`src/hw/rtl/mlbc_pkg.sv`:
```
`timescale 1ns / 1ps
// Shared types and constants for the multi-channel LED blink controller.
package mlbc_pkg;

	localparam int NUM_LEDS  = 16;
	localparam int LED_IDX_W = $clog2(NUM_LEDS);
	localparam int LED_CNT_W = $clog2(NUM_LEDS + 1);

	typedef enum logic [2:0] {
		MODE_OFF     = 3'd0,
		MODE_ON      = 3'd1,
		MODE_SLOW    = 3'd2,
		MODE_MID     = 3'd3,
		MODE_FAST    = 3'd4,
		MODE_COUNTED = 3'd5,
		MODE_NONE    = 3'd7
	} mode_t;

	typedef enum logic [1:0] {
		CMD_TICK      = 2'd0,
		CMD_SET_MODE  = 2'd1,
		CMD_SET_BLINK = 2'd2,
		CMD_QUERY     = 2'd3
	} cmd_t;

	typedef enum logic [2:0] {
		REG_ACTIVE_COUNT = 3'd0,
		REG_INVERT_MASK  = 3'd1,
		REG_NOTIFY_MASK  = 3'd2,
		REG_SLOW_PERIOD  = 3'd3,
		REG_MID_PERIOD   = 3'd4,
		REG_FAST_PERIOD  = 3'd5
	} reg_idx_t;

	// One channel record as it is kept in the channel memory.
	typedef struct packed {
		mode_t       mode;
		logic [15:0] period;
		logic [7:0]  cycles_left;
		logic [15:0] wait_cnt;
	} chan_rec_t;

endpackage

```
`src/hw/rtl/mlbc_tick_unit.sv`:
```
`timescale 1ns / 1ps
// Per-channel tick update: countdown, reload and blink action for one record.
module mlbc_tick_unit (
	input  mlbc_pkg::chan_rec_t rec,
	input  logic                on_now,
	input  logic                notify_en,
	output mlbc_pkg::chan_rec_t rec_next,
	output logic                on_next,
	output logic                fire
);

	always_comb begin
		rec_next = rec;
		on_next  = on_now;
		fire     = 1'b0;
		if (rec.wait_cnt > 16'd1) begin
			rec_next.wait_cnt = rec.wait_cnt - 16'd1;
		end else begin
			// The channel is due: reload the countdown in every mode.
			rec_next.wait_cnt = rec.period;
			case (rec.mode) inside
				mlbc_pkg::MODE_SLOW, mlbc_pkg::MODE_MID, mlbc_pkg::MODE_FAST: begin
					on_next = ~on_now;
					fire    = notify_en;
				end
				mlbc_pkg::MODE_COUNTED: begin
					if (rec.cycles_left != 8'd0) begin
						on_next = ~on_now;
						// A full on-off cycle ends when the toggle leaves the LED off.
						if (on_now) begin
							rec_next.cycles_left = rec.cycles_left - 8'd1;
						end
					end
				end
				default: begin
				end
			endcase
		end
	end

endmodule

```
`src/hw/rtl/multi_led_blink_controller.sv`:
```
`timescale 1ns / 1ps
// Top level of the multi-channel LED blink controller.
//
//   Channel   Handshake                 Payload
//   --------  ------------------------  ------------------------------------------------
//   command   start / busy              cmd, led_index, mode_value, blink_period,
//                                       blink_times
//   result    done (one-cycle strobe)   pin_levels, led_states, notify_fired,
//                                       selected_mode, selected_state
//   config    cfg_valid / cfg_ready     cfg_index, cfg_data
//
// A command beat is taken when start is high and busy is low. A tick walks the
// active channels through the channel memory, which has one read port and one write
// port: one read per cycle with the update and write-back of the previous channel
// overlapped, then a read state and a write-back state follow before busy falls.
// Every other command, and a tick with no active channel, runs only those two states.
// The done strobe rises at the edge at which busy falls and lasts one cycle; the
// receiver cannot stall it.
// Reset clears the entry-written flags of the channel memory, so unwritten entries
// read as the reset record at once and no clearing pass is needed. The config port
// is always ready; registers are meant to be written while the block is idle.
module multi_led_blink_controller (
	input  logic        clk,
	input  logic        arst_n,
	// Command channel.
	input  logic        start,
	output logic        busy,
	input  logic [1:0]  cmd,
	input  logic [3:0]  led_index,
	input  logic [2:0]  mode_value,
	input  logic [15:0] blink_period,
	input  logic [7:0]  blink_times,
	// Result channel.
	output logic        done,
	output logic [15:0] pin_levels,
	output logic [15:0] led_states,
	output logic [15:0] notify_fired,
	output logic [2:0]  selected_mode,
	output logic        selected_state,
	// Configuration channel.
	input  logic        cfg_valid,
	output logic        cfg_ready,
	input  logic [2:0]  cfg_index,
	input  logic [15:0] cfg_data
);

	localparam int IW = mlbc_pkg::LED_IDX_W;
	localparam int CW = mlbc_pkg::LED_CNT_W;

	typedef enum logic [1:0] {
		ST_IDLE,
		ST_TICK,
		ST_SEL_RD,
		ST_SEL_WB
	} state_t;

	// Configuration registers.
	logic [4:0]  active_count_q;
	logic [15:0] invert_mask_q;
	logic [15:0] notify_mask_q;
	logic [15:0] slow_period_q;
	logic [15:0] mid_period_q;
	logic [15:0] fast_period_q;

	// Control and latched command.
	state_t                   state_q;
	logic [CW-1:0]            rd_cnt_q;
	mlbc_pkg::cmd_t           cmd_q;
	logic [IW-1:0]            idx_q;
	logic [2:0]               mode_val_q;
	logic [15:0]              bper_q;
	logic [7:0]               btimes_q;
	logic [mlbc_pkg::NUM_LEDS-1:0] on_q;
	logic [mlbc_pkg::NUM_LEDS-1:0] fired_q;
	logic [mlbc_pkg::NUM_LEDS-1:0] ent_vld_q;

	// Tick pipeline stage one: the channel whose read data is now available.
	logic          tick_vld_s1;
	logic [IW-1:0] tick_idx_s1;

	// Channel memory and its registered read port.
	mlbc_pkg::chan_rec_t chan_mem_q [mlbc_pkg::NUM_LEDS];
	mlbc_pkg::chan_rec_t rd_rec_s1;
	logic                rd_ent_vld_s1;

	// Result registers.
	logic        done_q;
	logic [15:0] pin_levels_q;
	logic [15:0] led_states_q;
	logic [15:0] notify_fired_q;
	logic [2:0]  selected_mode_q;
	logic        selected_state_q;

	// Combinational nets.
	logic [CW-1:0]       n_eff;
	logic                sel_ok;
	logic                rd_en;
	logic [IW-1:0]       rd_addr;
	mlbc_pkg::chan_rec_t rd_rec;
	mlbc_pkg::chan_rec_t tick_rec;
	logic                tick_on;
	logic                tick_fire;
	mlbc_pkg::chan_rec_t set_rec;
	logic                set_on;
	logic                set_we;
	mlbc_pkg::mode_t     req_mode;
	logic                wr_en;
	logic [IW-1:0]       wr_addr;
	mlbc_pkg::chan_rec_t wr_rec;
	logic [mlbc_pkg::NUM_LEDS-1:0] on_final;

	assign cfg_ready      = 1'b1;
	assign busy           = (state_q != ST_IDLE);
	assign done           = done_q;
	assign pin_levels     = pin_levels_q;
	assign led_states     = led_states_q;
	assign notify_fired   = notify_fired_q;
	assign selected_mode  = selected_mode_q;
	assign selected_state = selected_state_q;

	// Channels at or above the effective count are frozen and cannot be addressed.
	assign n_eff  = (active_count_q > CW'(mlbc_pkg::NUM_LEDS)) ?
		CW'(mlbc_pkg::NUM_LEDS) : CW'(active_count_q);
	assign sel_ok = (CW'(idx_q) < n_eff);

	// The tick walk owns the read port while it runs; afterwards the addressed
	// channel is read once for the set commands and the mode query.
	assign rd_en   = ((state_q == ST_TICK) && (rd_cnt_q < n_eff)) || (state_q == ST_SEL_RD);
	assign rd_addr = (state_q == ST_TICK) ? rd_cnt_q[IW-1:0] : idx_q;

	// An entry never written reads as the all-zero reset record (mode off, due now).
	assign rd_rec = rd_ent_vld_s1 ? rd_rec_s1 : '0;

	mlbc_tick_unit u_tick (
		.rec       (rd_rec),
		.on_now    (on_q[tick_idx_s1]),
		.notify_en (notify_mask_q[tick_idx_s1]),
		.rec_next  (tick_rec),
		.on_next   (tick_on),
		.fire      (tick_fire)
	);

	// Set commands modify the record that was just read for the addressed channel.
	always_comb begin
		req_mode = (mode_val_q > 3'(mlbc_pkg::MODE_FAST)) ?
			mlbc_pkg::MODE_FAST : mlbc_pkg::mode_t'(mode_val_q);
		set_rec = rd_rec;
		set_on  = on_q[idx_q];
		set_we  = 1'b0;
		case (cmd_q)
			mlbc_pkg::CMD_SET_MODE: begin
				set_we       = sel_ok;
				set_rec.mode = req_mode;
				case (req_mode)
					mlbc_pkg::MODE_SLOW: set_rec.period = slow_period_q;
					mlbc_pkg::MODE_MID:  set_rec.period = mid_period_q;
					mlbc_pkg::MODE_FAST: set_rec.period = fast_period_q;
					mlbc_pkg::MODE_ON:   set_on = 1'b1;
					default:             set_on = 1'b0;
				endcase
			end
			mlbc_pkg::CMD_SET_BLINK: begin
				set_we              = sel_ok;
				set_rec.period      = bper_q;
				set_rec.cycles_left = btimes_q;
				set_rec.mode        = mlbc_pkg::MODE_COUNTED;
			end
			default: begin
			end
		endcase
	end

	// The write port serves either the tick write-back or the set write.
	always_comb begin
		wr_en   = 1'b0;
		wr_addr = idx_q;
		wr_rec  = set_rec;
		if (tick_vld_s1) begin
			wr_en   = 1'b1;
			wr_addr = tick_idx_s1;
			wr_rec  = tick_rec;
		end else if ((state_q == ST_SEL_WB) && set_we) begin
			wr_en = 1'b1;
		end
	end

	always_comb begin
		on_final = on_q;
		if (set_we) begin
			on_final[idx_q] = set_on;
		end
	end

	// Channel memory: one write and one registered read per cycle. The tick walk
	// reads channel i while writing back channel i - 1, so the two never collide.
	always_ff @(posedge clk) begin
		if (wr_en) begin
			chan_mem_q[wr_addr] <= wr_rec;
		end
		if (rd_en) begin
			rd_rec_s1     <= chan_mem_q[rd_addr];
			rd_ent_vld_s1 <= ent_vld_q[rd_addr] | (wr_en && (wr_addr == rd_addr));
		end
	end

	// Configuration registers.
	always_ff @(posedge clk or negedge arst_n) begin
		if (!arst_n) begin
			active_count_q <= 5'd0;
			invert_mask_q  <= 16'd0;
			notify_mask_q  <= 16'd0;
			slow_period_q  <= 16'd1000;
			mid_period_q   <= 16'd500;
			fast_period_q  <= 16'd100;
		end else if (cfg_valid && cfg_ready) begin
			unique case (cfg_index)
				mlbc_pkg::REG_ACTIVE_COUNT: active_count_q <= cfg_data[4:0];
				mlbc_pkg::REG_INVERT_MASK:  invert_mask_q  <= cfg_data;
				mlbc_pkg::REG_NOTIFY_MASK:  notify_mask_q  <= cfg_data;
				mlbc_pkg::REG_SLOW_PERIOD:  slow_period_q  <= cfg_data;
				mlbc_pkg::REG_MID_PERIOD:   mid_period_q   <= cfg_data;
				mlbc_pkg::REG_FAST_PERIOD:  fast_period_q  <= cfg_data;
				default: begin
				end
			endcase
		end
	end

	// Sequencer, channel on states and result registers.
	always_ff @(posedge clk or negedge arst_n) begin
		if (!arst_n) begin
			state_q          <= ST_IDLE;
			rd_cnt_q         <= '0;
			tick_vld_s1      <= 1'b0;
			tick_idx_s1      <= '0;
			on_q             <= '0;
			fired_q          <= '0;
			ent_vld_q        <= '0;
			done_q           <= 1'b0;
			cmd_q            <= mlbc_pkg::CMD_TICK;
			idx_q            <= '0;
			mode_val_q       <= '0;
			bper_q           <= '0;
			btimes_q         <= '0;
			pin_levels_q     <= '0;
			led_states_q     <= '0;
			notify_fired_q   <= '0;
			selected_mode_q  <= '0;
			selected_state_q <= 1'b0;
		end else begin
			done_q <= 1'b0;
			if (wr_en) begin
				ent_vld_q[wr_addr] <= 1'b1;
			end
			unique case (state_q)
				ST_IDLE: begin
					if (start) begin
						cmd_q      <= mlbc_pkg::cmd_t'(cmd);
						idx_q      <= led_index;
						mode_val_q <= mode_value;
						bper_q     <= blink_period;
						btimes_q   <= blink_times;
						fired_q    <= '0;
						rd_cnt_q   <= '0;
						if ((mlbc_pkg::cmd_t'(cmd) == mlbc_pkg::CMD_TICK) &&
							(n_eff != '0)) begin
							state_q <= ST_TICK;
						end else begin
							state_q <= ST_SEL_RD;
						end
					end
				end
				ST_TICK: begin
					tick_vld_s1 <= rd_en;
					tick_idx_s1 <= rd_cnt_q[IW-1:0];
					if (rd_en) begin
						rd_cnt_q <= rd_cnt_q + CW'(1);
					end else begin
						// The last channel is written back at this edge.
						state_q <= ST_SEL_RD;
					end
					if (tick_vld_s1) begin
						on_q[tick_idx_s1] <= tick_on;
						if (tick_fire) begin
							fired_q[tick_idx_s1] <= 1'b1;
						end
					end
				end
				ST_SEL_RD: begin
					tick_vld_s1 <= 1'b0;
					state_q     <= ST_SEL_WB;
				end
				ST_SEL_WB: begin
					on_q             <= on_final;
					done_q           <= 1'b1;
					pin_levels_q     <= on_final ^ invert_mask_q;
					led_states_q     <= on_final;
					notify_fired_q   <= fired_q;
					selected_mode_q  <= sel_ok ? set_rec.mode : mlbc_pkg::MODE_NONE;
					selected_state_q <= sel_ok & on_final[idx_q];
					state_q          <= ST_IDLE;
				end
				default: begin
					state_q <= ST_IDLE;
				end
			endcase
		end
	end

endmodule

```
`config.mk`:
```
export PLATFORM = sky130hd
export DESIGN_NAME = multi_led_blink_controller
export DESIGN_NICKNAME = d
export VERILOG_FILES = /design/src/hw/rtl/mlbc_pkg.sv /design/src/hw/rtl/mlbc_tick_unit.sv /design/src/hw/rtl/multi_led_blink_controller.sv
export SDC_FILE = /design/constraint.sdc
export NUM_CORES = 1
export LEC_CHECK = 0
export BUFFER_PORTS_ARGS = -buffer_cell sky130_fd_sc_hd__buf_2
export CAP_MARGIN = 40
export CELL_PAD_IN_SITES_DETAIL_PLACEMENT = 1
export CELL_PAD_IN_SITES_GLOBAL_PLACEMENT = 2
export CORE_UTILIZATION = 47
export DETAILED_ROUTE_END_ITERATION = 10
export GPL_ROUTABILITY_DRIVEN = 0
export PLACE_DENSITY = 0.88
export SYNTH_ARGS = -nofsm -noshare
export SYNTH_HDL_FRONTEND = slang
export SYNTH_SLANG_ARGS = --single-unit
```
`constraint.sdc`:
```
create_clock -name clk -period 6.05 [get_ports clk]
set_input_delay 0.3025 -clock clk [delete_from_list [all_inputs] [get_ports clk]]
set_output_delay 0.3025 -clock clk [all_outputs]
set_load 0.01 [all_outputs]
```
==> out/qor.csv, run 1 <==
metric;value;unit
TritonCTS buffer count;97;
Final min period;3990;ps
min-delay worst type;input port to flop;
H-tree levels;3;
worst reg-to-reg setup slack;2060;ps
Seq pwr share;0.391;
drt pass-1 iters;7;
CTS Buffer Depth;3;
Root Driver;clkbuf_16;
worst vdd ir;0.351;mV
Layout Cells excl Fill;3906;
Final Hold Vio Count;0;
cell taking the most area after synthesis;edfxtp_1;
Most Frequent Cell on Critical Path;buf_4;
initial DRC count;2421;
cells on worst reg2reg path;9;
Worst Hold End;notify_mask_q[9];
area post-placement;0.0431;sq mm
CP Launch Point;idx_q[1];
status;completed;
max incr delay on CP;910;ps
Yosys reg bits;963;
vias in the first global route;26300;
Achievable Freq;0.250;GHz
ys flop type;edfxtp_1;
Gate power share;0.369;
clock slew at reported path FFs;60;ps
reg2reg end;chan_mem_q[15][41];
CP endpoint kind;flop;
GR Util All Layers;0.265;
# Max-Cap Violations;0;
Final Power;26.2;mW
final HPWL from detailed placement;68300;microns
Syn Nets;2535;
Seq/Total Area, Yosys;0.688;
Mapped Area;0.0404;sq mm
worst rel slew slack;0.315;
Avg Vias per Cell;6.19;
Pint;16.7;mW
WHS Path Cells;3;
P_leak;16.5;nW
Synth top area share;0.544;
DRC viols;0;
Clk Latency, worst-skew pair;680;ps
Antenna Cells;0;
Initial Util;0.474;
final net count;2753;
Die Wd;295;microns
cells after synthesis;2461;
skew final;30.5;ps
most frequent cells in the layout;edfxtp_1, dfrtp_1, nand2_1;
sw frac;0.362;
count of cell types in the netlist;76;
Setup violations, final;0;
Crit Path Class;flop to flop;
P_sw;9.48;mW
antenna violations before repair;1;
Boundary Pins;111;
pwr dens;558;mW/mm^2
CP arrival;4280;ps
largest net degree at the start of global routing;91;
most common cell after layout, fill and taps aside;edfxtp_1;
Mean Syn Cell Area;16.4;sq um
hold wc startpoint;cfg_index[0];
final setup margin;2060;ps
post-cts sizing count;0;
max-slew violations;0;
drt wl/cell;29.1;microns
routed via count;24200;
post-route ant nets;0;
cell chain of the critical path;ha_1, nand2_1, o21ai_1, a211oi_1, buf_4, a32oi_1, or2_2, nor2_4, buf_4;
Core ar.;0.0851;sq mm
# rows;107;
layout cells sized above 1;0.276;
Synth area leaders;edfxtp_1, dfrtp_1, mux4_2, mux2_2, nand2_1;
worst-margin pin slew;1030;ps
Port Buf Inserts;109;
Clk pwr share;0.240;
Ys Warns;0;
TNS Setup;0;ps
die height;295;microns
Final period util;0.660;
Post-Place Setup Slack;1770;ps
grt ovf;0;
Placed Cells;3667;
fill count;7857;
CP startpoint kind;flop;
ys async rst share;0.240;
P&R area growth vs syn;16.4;%
Required @ worst endpoint;6340;ps
CTS tree;built;
Critical R2R Launch;idx_q[1];
number of synthesized flops with an enable pin;732;
first-pass GRT wire length;170000;microns
RSZ-0062 raised after global routing;no;
drt total wl;114000;microns
Worst path slowest cell;dfrtp_1;
die footprint;0.0871;sq mm
Critical Path Fanout Max;27;
Final Cell Area;0.0470;sq mm
clock sinks;963;
post-CTS setup buffer count;0;
-- power groups by stage --
| stage | clock (mW) | sequential [mW] | combinational, mW |
|---|---|---|---|
| 2_1_floorplan | 0 | 9.99 | 6.12 |
| 3_5_place_dp | 0 | 10.4 | 9.46 |
| 4_1_cts | 6.38 | 10.3 | 9.60 |
| 6_report | 6.29 | 10.3 | 9.67 |
| 3_3_place_gp | 0 | 10.3 | 8.78 |
| 5_1_grt | 6.58 | 10.3 | 10.3 |
-- worst max-delay path by stage --
stage / endpoint / slack (ps) / depth (start not counted)
6_report: chan_mem_q[15][41] / 2060 / 9
5_1_grt: chan_mem_q[15][41] / 1860 / 9
4_1_cts: rd_rec_s1[39] / 1770 / 8
3_5_place_dp: rd_rec_s1[3] / 1770 / 8
3_3_place_gp: chan_mem_q[15][41] / 1820 / 9
2_1_floorplan: chan_mem_q[11][0] / 1550 / 10
-- logic make-up (layout without fill, tap and decap cells) --
| group | count (synthesis) | in the layout | share of synthesized area |
|---|---|---|---|
| DFF | 963 | 963 | 0.688 |
| and+or+nand+nor | 490 | 490 | 0.0583 |
| AOI/OAI and AO/OA | 410 | 410 | 0.0698 |
| muxes | 380 | 380 | 0.156 |
| buffers and inverters | 181 | 482 | 0.0187 |
| adders and majority gates | 18 | 18 | 0.00558 |
| xor gates and xnor gates | 18 | 18 | 0.00390 |
| other | 1 | 1 | 0.0000929 |
-- final cells by class --
cell class,count,area (sq um),area share
multi-input cells,1317,12100,0.257
flip-flops and latches,963,27800,0.591
well taps,1144,1430,0.0305
clock buffers,115,2560,0.0546
repair buffers,267,2240,0.0476
inverters,33,124,0.00264
clock inverters,67,772,0.0164
-- per-layer routing --
| layer | part of all wire | wire length, microns | up-vias | GRT usage |
|---|---|---|---|---|
| li1 | - | - | 10200 | - |
| met1 | 0.39 | 44800 | 12800 | 0.344 |
| met2 | 0.51 | 58000 | 972 | 0.455 |
| met3 | 0.063 | 7130 | 226 | 0.0385 |
| met4 | 0.033 | 3720 | 0 | 0.0929 |
| met5 | 0 | 0 | - | 0 |
-- registers in the layout, summed over array words and instances (netlist names), 8 cells and up --
name           count
on_q              16
fired_q           16
notify_fired      16
fast_period_q     16
slow_period_q     16
mid_period_q      16
invert_mask_q     16
bper_q            16
chan_mem_q       688
btimes_q           8
led_states        16
pin_levels        16
ent_vld_q         16
notify_mask_q     16
rd_rec_s1         43
-- stage by stage --
step / util / hold WS [ps]
2_1_floorplan: - / 6.91
6_report: 0.552 / 170
3_5_place_dp: 0.506 / 386
4_1_cts: 0.551 / 135
5_1_grt: 0.552 / 162
3_3_place_gp: 0.502 / 362
-- cells in the mapped netlist, types with 9 or more instances --
cell      number
nor3_1        19
dfstp_2       15
mux2i_1       53
xnor2_1       13
nand2b_1      13
buf_1         14
inv_1         33
and2_1        51
buf_2         27
nand3_1       34
ha_1          18
clkbuf_1      96
a22oi_1       25
o211ai_1       9
o21bai_1      17
nand2_1      209
a41oi_1       16
o22ai_1       12
nand3b_1      11
mux2_2       142
a211oi_1      72
edfxtp_1     732
nor2b_1       22
a21oi_1       51
mux4_2       184
o21a_1        10
buf_4         11
a31oi_1       51
nor2_1        83
dfrtp_1      216
o21ai_0       74
a22o_1         9
nor4_1        12
-- worst max-delay path: cells and delay by family (launching register included) --
kind,cells,cell delay (ps)
AO/OA/AOI/OAI,3,460
adder cells (fa/ha/maj),1,360
AND/OR/NAND/NOR,3,1110
flip-flops,1,910
buffers and inverters,2,770
-- repair_timing --
item	CTS	global route
endpoints found under the setup margin	0	0
hold endpoints to repair	184	0
hold buffers	50	0
No activity file was read; power rests on OpenSTA's default activity.
==> inputs of run 2 (changes only) <==
--- a/config.mk
+++ b/config.mk
@@ -5,14 +5,15 @@
 export SDC_FILE = /design/constraint.sdc
 export NUM_CORES = 1
 export LEC_CHECK = 0
+export ABC_AREA = 1
 export BUFFER_PORTS_ARGS = -buffer_cell sky130_fd_sc_hd__buf_2
 export CAP_MARGIN = 40
 export CELL_PAD_IN_SITES_DETAIL_PLACEMENT = 1
 export CELL_PAD_IN_SITES_GLOBAL_PLACEMENT = 2
-export CORE_UTILIZATION = 47
+export CORE_UTILIZATION = 39
 export DETAILED_ROUTE_END_ITERATION = 10
 export GPL_ROUTABILITY_DRIVEN = 0
-export PLACE_DENSITY = 0.88
+export PLACE_DENSITY = 0.85
 export SYNTH_ARGS = -nofsm -noshare
 export SYNTH_HDL_FRONTEND = slang
 export SYNTH_SLANG_ARGS = --single-unit
==> constraint.sdc (replaced) <==
create_clock -name clk -period 3.55 [get_ports clk]
set_input_delay 0.1775 -clock clk [delete_from_list [all_inputs] [get_ports clk]]
set_output_delay 0.1775 -clock clk [all_outputs]
set_load 0.01 [all_outputs]
==> run 2 against run 1 <==
Sequential power up 61%. Final area up 1.2%. Non-clock buffer count up 58. Highest routed layer unchanged.
==> out/qor.csv, run 2 <==
metric;value;unit
DRC viols;0;
Final period util;0.921;
Syn Nets;3570;
Crit Path Class;flop to flop;
Final min period;3270;ps
largest reg by FF count;chan_mem_q;
max incr delay on CP;410;ps
GR Util All Layers;0.243;
Most Frequent Cell on Critical Path;nand2_1;
max reg flops;688;
top cells by count, synth;edfxtp_1, o21ai_0, nor2_1, nand2_1, dfrtp_1;
Synth area leaders;edfxtp_1, dfrtp_1, o21ai_0, nor2_1, nand2_1;
Critical Path Fanout Max;44;
drt pass-1 iters;5;
H-tree levels;3;
min-delay worst type;input port to flop;
CP endpoint kind;flop;
count of cell types in the netlist;48;
Worst path slowest cell;nand3_1;
Yosys reg bits;963;
CTS tree;built;
worst reg-to-reg setup slack;280;ps
CP startpoint kind;flop;
Post-Place Setup Slack;350;ps
cell chain of the critical path;nor2_1, nand2_1, nand2_1, nand2_1, ha_1, a21oi_1, nor2_1, nor2_1, nand2_1, nor2_2, inv_1, o21ai_2, nand3_1, nor2_4, buf_12;
CTS Buffer Depth;3;
die footprint;0.104;sq mm
ys async rst share;0.240;
Ys Warns;0;
# Max-Cap Violations;0;
Core ar.;0.102;sq mm
Synth top area share;0.547;
cell taking the most area after synthesis;edfxtp_1;
max-slew violations;0;
worst rel slew slack;0.341;
CP arrival;3600;ps
cells on worst reg2reg path;15;
final setup margin;279;ps
Critical R2R Launch;active_count_q[2];
largest net degree at the start of global routing;119;
status;completed;
most frequent cells in the layout;edfxtp_1, o21ai_0, nor2_1;
Initial Util;0.394;
drt total wl;127000;microns
Die Wd;323;microns
# rows;117;
Required @ worst endpoint;3880;ps
final HPWL from detailed placement;77900;microns
clock sinks;963;
CP Launch Point;active_count_q[2];
antenna violations before repair;1;
Setup violations, final;0;
reg2reg end;chan_mem_q[8][6];
Final Hold Vio Count;0;
Seq/Total Area, Yosys;0.691;
P&R area growth vs syn;18.3;%
most common cell after layout, fill and taps aside;edfxtp_1;
final hold slack;47.5;ps
Port Buf Inserts;109;
P_leak;17.5;nW
Root Driver;clkbuf_16;
ys flop type;edfxtp_1;
worst vdd ir;0.562;mV
die height;323;microns
layout cells sized above 1;0.148;
Clk Latency, worst-skew pair;700;ps
pwr dens;983;mW/mm^2
clock slew at reported path FFs;60;ps
final net count;3787;
routed via count;29300;
Boundary Pins;111;
initial DRC count;2374;
Achievable Freq;0.306;GHz
drt wl/cell;24.5;microns
grt ovf;0;
cells after synthesis;3496;
Avg Vias per Cell;5.66;
first-pass GRT wire length;192000;microns
most common cell in the netlist;edfxtp_1;
CP Capture Point;chan_mem_q[8][6];
Mean Syn Cell Area;11.5;sq um
skew final;34.1;ps
worst-margin pin slew;979;ps
TritonCTS buffer count;104;
Mapped Area;0.0402;sq mm
post-route ant nets;0;
number of synthesized flops with an enable pin;732;
RSZ-0062 raised after global routing;no;
Top Registers;chan_mem_q: 688 flops, rd_rec_s1: 43 flops;
vias in the first global route;30500;
==> run 2: cell types whose count changed after synthesis, moves of 84 or more <==
cell | previous run | this run
o21ai_0 | 74 | 572
nor2_1 | 83 | 519
nand2_1 | 209 | 471
mux4_2 | 184 | 0
mux2_2 | 142 | 26
o22ai_1 | 12 | 106
o211ai_1 | 9 | 97
o221ai_1 | 6 | 90
==> run 2: layout make-up <==
type	count	area, sq um
antenna	1	2.50
sequential	963	27800
tap	1368	1710
timing repair buffer	325	2830
clock inverter	64	732
clock buffer	132	2820
multi-input combinational	2190	11200
fill	10700	54500
inverter	129	498
==> run 2: worst max-delay path: cells and delay by family, from the launching register on <==
| family | cells | cell delay [ps] |
|---|---|---|
| compound gates | 2 | 460 |
| buf+inv | 2 | 400 |
| fa+ha+maj | 1 | 300 |
| flops | 1 | 400 |
| simple gates | 10 | 1320 |
==> run 2: repair_timing <==
item	4_1_cts	5_1_grt
endpoints found under the setup margin	0	0
buffers inserted	0	0
hold buffers	52	0
gates resized for setup	0	0
endpoints found under the hold margin	223	0
==> run 2: how the worst min path moves through the flow <==
stage	startpoint	to	slack, ps	cells past startpoint
after floorplan	arst_n	active_count_q[0]	-120	0
after global placement	arst_n	led_states[6]	320	1
after detailed placement	arst_n	led_states[6]	320	1
after CTS	cfg_index[2]	invert_mask_q[3]	3	4
after global routing	cfg_index[2]	invert_mask_q[3]	70	4
final	cfg_index[2]	invert_mask_q[3]	50	4
==> run 2: layer usage <==
metal / vias to the layer above / part of all wire / wire (microns) / global-route usage
met5: - / 0 / 0 / 0
met2: 988 / 0.49 / 62500 / 0.414
met3: 225 / 0.058 / 7350 / 0.0348
li1: 13100 / - / - / -
met4: 0 / 0.031 / 3950 / 0.0805
met1: 15000 / 0.42 / 52800 / 0.319
==> run 2: report_power, final <==
part / internal, mW / total (mW) / switching (mW)
Clock: 6.65 / 11.3 / 4.63
Sequential: 15.7 / 16.6 / 0.914
Combinational: 5.49 / 18.8 / 13.3
==> run 2: per-stage QoR <==
step           setup TNS (ps)  cells   util  cell area [sq um]  power (mW)
2_1_floorplan         -411920   3496      -              40200        27.6
3_3_place_gp                0   4910  0.425              43300        34.6
3_5_place_dp                0   4921  0.426              43500        35.4
4_1_cts                     0   5169  0.466              47500        46.9
5_1_grt                     0   5172  0.466              47600        49.1
6_report                    0   5172  0.466              47600        46.8
==> run 2: cell families after synthesis <==
| group | share of synthesized area |
|---|---|
| AO/OA/AOI/OAI | 0.147 |
| XOR/XNOR | 0.00218 |
| adder cells (fa/ha/maj) | 0.00560 |
| buffers and inverters | 0.0351 |
| flip-flops | 0.691 |
| multiplexers | 0.00728 |
| other | 0.0000933 |
| AND/OR/NAND/NOR | 0.112 |
==> inputs of run 3 (changes only) <==
--- a/config.mk
+++ b/config.mk
@@ -10,10 +10,13 @@
 export CAP_MARGIN = 40
 export CELL_PAD_IN_SITES_DETAIL_PLACEMENT = 1
 export CELL_PAD_IN_SITES_GLOBAL_PLACEMENT = 2
-export CORE_UTILIZATION = 39
+export CORE_MARGIN = 10
+export CORE_UTILIZATION = 38
 export DETAILED_ROUTE_END_ITERATION = 10
 export GPL_ROUTABILITY_DRIVEN = 0
-export PLACE_DENSITY = 0.85
+export PLACE_DENSITY = 0.84
+export SLEW_MARGIN = 10
 export SYNTH_ARGS = -nofsm -noshare
 export SYNTH_HDL_FRONTEND = slang
+export SYNTH_HIERARCHICAL = 1
 export SYNTH_SLANG_ARGS = --single-unit
==> run 3 against run 2 <==
Routed wire length grew 5.7%. Maximum frequency shrank 1.4%. Via count grew 2.6%. Final cell count grew 3.3%. Register-to-register slack lost 50 ps. Clock skew grew 20 ps. Die area grew 16%. Largest power group unchanged. Highest routed layer unchanged. Flip-flop and latch count is the same. Synthesized cell count grew 4.0%. Power grew 4.2%.
==> out/qor.csv, run 3 <==
metric;value;unit
Root Driver;clkbuf_16;
met2 usage;0.360;
cells after synthesis;3635;
GR Util All Layers;0.215;
ys flop type;edfxtp_1;
post-route ant nets;0;
die height;348;microns
Boundary Pins;111;
P_leak;18.1;nW
worst reg-to-reg setup slack;230;ps
CP startpoint kind;flop;
max-slew violations;0;
Crit Path Class;flop to flop;
RSZ-0062 raised after global routing;no;
CP endpoint kind;flop;
met1 Use GR;0.288;
Worst path slowest cell;o21ai_0;
top cells by count, synth;edfxtp_1, nand2_1, o21ai_0, nor2_1, dfrtp_1;
reg2reg end;rd_rec_s1[29];
most frequent cells in the layout;edfxtp_1, nand2_1, o21ai_0;
Die Wd;348;microns
Mean Syn Cell Area;11.2;sq um
CTS Buffer Depth;3;
antenna violations before repair;0;
Final Power;48.7;mW
layout cells sized above 1;0.142;
max incr delay on CP;600;ps
die footprint;0.121;sq mm
worst vdd ir;0.487;mV
ys async rst share;0.240;
cells on worst reg2reg path;11;
largest net degree at the start of global routing;110;
final core utilization;0.450;
cell taking the most area after synthesis;edfxtp_1;
Seq/Total Area, Yosys;0.680;
P&R area growth vs syn;17.7;%
Synth top area share;0.538;
Achievable Freq;0.301;GHz
Avg Vias per Cell;5.62;
Top Registers;chan_mem_q: 688 flops, rd_rec_s1: 43 flops;
grt ovf;0;
clock sinks;963;
Worst Hold End;fast_period_q[2];
Synth area leaders;edfxtp_1, dfrtp_1, o21ai_0, nand2_1, nor2_1;
skew final;54.2;ps
min-delay worst type;input port to flop;
# rows;120;
final setup margin;232;ps
first-pass GRT wire length;201000;microns
drt wl/cell;25.0;microns
# Max-Cap Violations;0;
Port Buf Inserts;109;
WHS Path Cells;5;
Syn Nets;3709;
Ys Warns;6;
most common cell in the netlist;edfxtp_1;
cell chain of the critical path;inv_1, ha_1, inv_2, nor2_2, a21oi_4, inv_8, buf_4, o21ai_0, o221ai_1, o211ai_1, o21ai_0;
max reg flops;688;
final net count;3927;
routed via count;30000;
post-CTS setup buffer count;0;
final hold slack;31.2;ps
worst-margin pin slew;753;ps
Yosys reg bits;963;
final HPWL from detailed placement;84400;microns
clock slew at reported path FFs;60;ps
count of cell types in the netlist;50;
largest reg by FF count;chan_mem_q;
status;completed;
Setup violations, final;0;
H-tree levels;3;
number of synthesized flops with an enable pin;732;
Final period util;0.935;
Initial Util;0.382;
Most Frequent Cell on Critical Path;o21ai_0;
Antenna Cells;0;
Core ar.;0.107;sq mm
Mapped Area;0.0408;sq mm
TritonCTS buffer count;103;
hold wc startpoint;cfg_index[2];
grt met3 use;0.0298;
Critical Path Fanout Max;59;
DRC viols;0;
Post-Place Setup Slack;217;ps
CP arrival;3730;ps
Required @ worst endpoint;3970;ps
Most Crowded Layer GR;met2;
most common cell after layout, fill and taps aside;edfxtp_1;
Final min period;3320;ps
fill count;11400;
drt pass-1 iters;5;
Critical R2R Launch;state_q[1];
Clk Latency, worst-skew pair;700;ps
CTS tree;built;
CTS Hold Bufs;54;
worst rel slew slack;0.498;
pwr dens;1010;mW/mm^2
vias in the first global route;31100;
post-cts sizing count;0;
drt total wl;134000;microns
Final Hold Vio Count;0;
initial DRC count;2791;
-- run 3: cell count changes in the layout (fill, tap and decap cells not counted), moves of 12 or more --
cell / change
a221oi_1: +16
inv_1: +55
nand2_1: +97
o21ai_0: -36
nor2_1: +15
clkbuf_1: +12
-- run 3: metrics by stage --
stage / cells / cell area, sq um / TNS [ps]
floorplan: 3635 / 40800 / -431270
global placement: 5086 / 44100 / 0
detailed placement: 5097 / 44200 / 0
CTS: 5344 / 48100 / 0
global route: 5344 / 48100 / 0
finish: 5344 / 48100 / 0
-- run 3: worst max path at each step --
stage | start | to | slack, ps | depth (start not counted)
2_1_floorplan | active_count_q[0] | chan_mem_q[5][0] | -620 | 11
3_3_place_gp | state_q[1] | rd_rec_s1[29] | 320 | 11
3_5_place_dp | state_q[1] | rd_rec_s1[29] | 220 | 11
4_1_cts | state_q[1] | rd_rec_s1[29] | 200 | 11
5_1_grt | active_count_q[0] | chan_mem_q[0][40] | 50 | 13
6_report | state_q[1] | rd_rec_s1[29] | 230 | 11
-- run 3: cells by family (layout without fill, tap and decap cells) --
| family | count (synthesis) | in the layout | share of synthesized area |
|---|---|---|---|
| DFF | 963 | 963 | 0.680 |
| adders and majority gates | 18 | 18 | 0.00552 |
| muxes | 25 | 25 | 0.00690 |
| other | 1 | 1 | 0.0000919 |
| xor gates and xnor gates | 12 | 12 | 0.00257 |
| and+or+nand+nor | 1240 | 1240 | 0.122 |
| buffers and inverters | 407 | 713 | 0.0422 |
| AOI/OAI and AO/OA | 969 | 969 | 0.140 |
-- run 3: cell type report --
type / count / area [sq um] / area share
repair buffers: 341 / 3040 / 0.0632
flip-flops and latches: 963 / 27800 / 0.578
inverters: 179 / 684 / 0.0142
clock inverters: 52 / 488 / 0.0102
well taps: 1403 / 1760 / 0.0365
multi-input cells: 2265 / 11500 / 0.239
clock buffers: 141 / 2820 / 0.0587
-- run 3: critical path, delay by kind of cell (launching register included) --
kind                     cells  cell delay [ps]
AO/OA/AOI/OAI                5             1450
buffers and inverters        4              840
flip-flops                   1              400
adder cells (fa/ha/maj)      1              280
AND/OR/NAND/NOR              1               80
-- run 3: per-layer routing --
layer  vias up  wire length (microns)
met1     15400                  57100
met4         0                   4000
met2      1044                  64100
li1      13400                      -
met3       212                   8470
met5         -                      0
-- run 3: where the power goes --
| part | internal (mW) | switching, mW | total, mW |
|---|---|---|---|
| registers | 16.1 | 0.952 | 17.0 |
| logic | 6.16 | 15.0 | 21.2 |
| clock network | 5.96 | 4.60 | 10.6 |
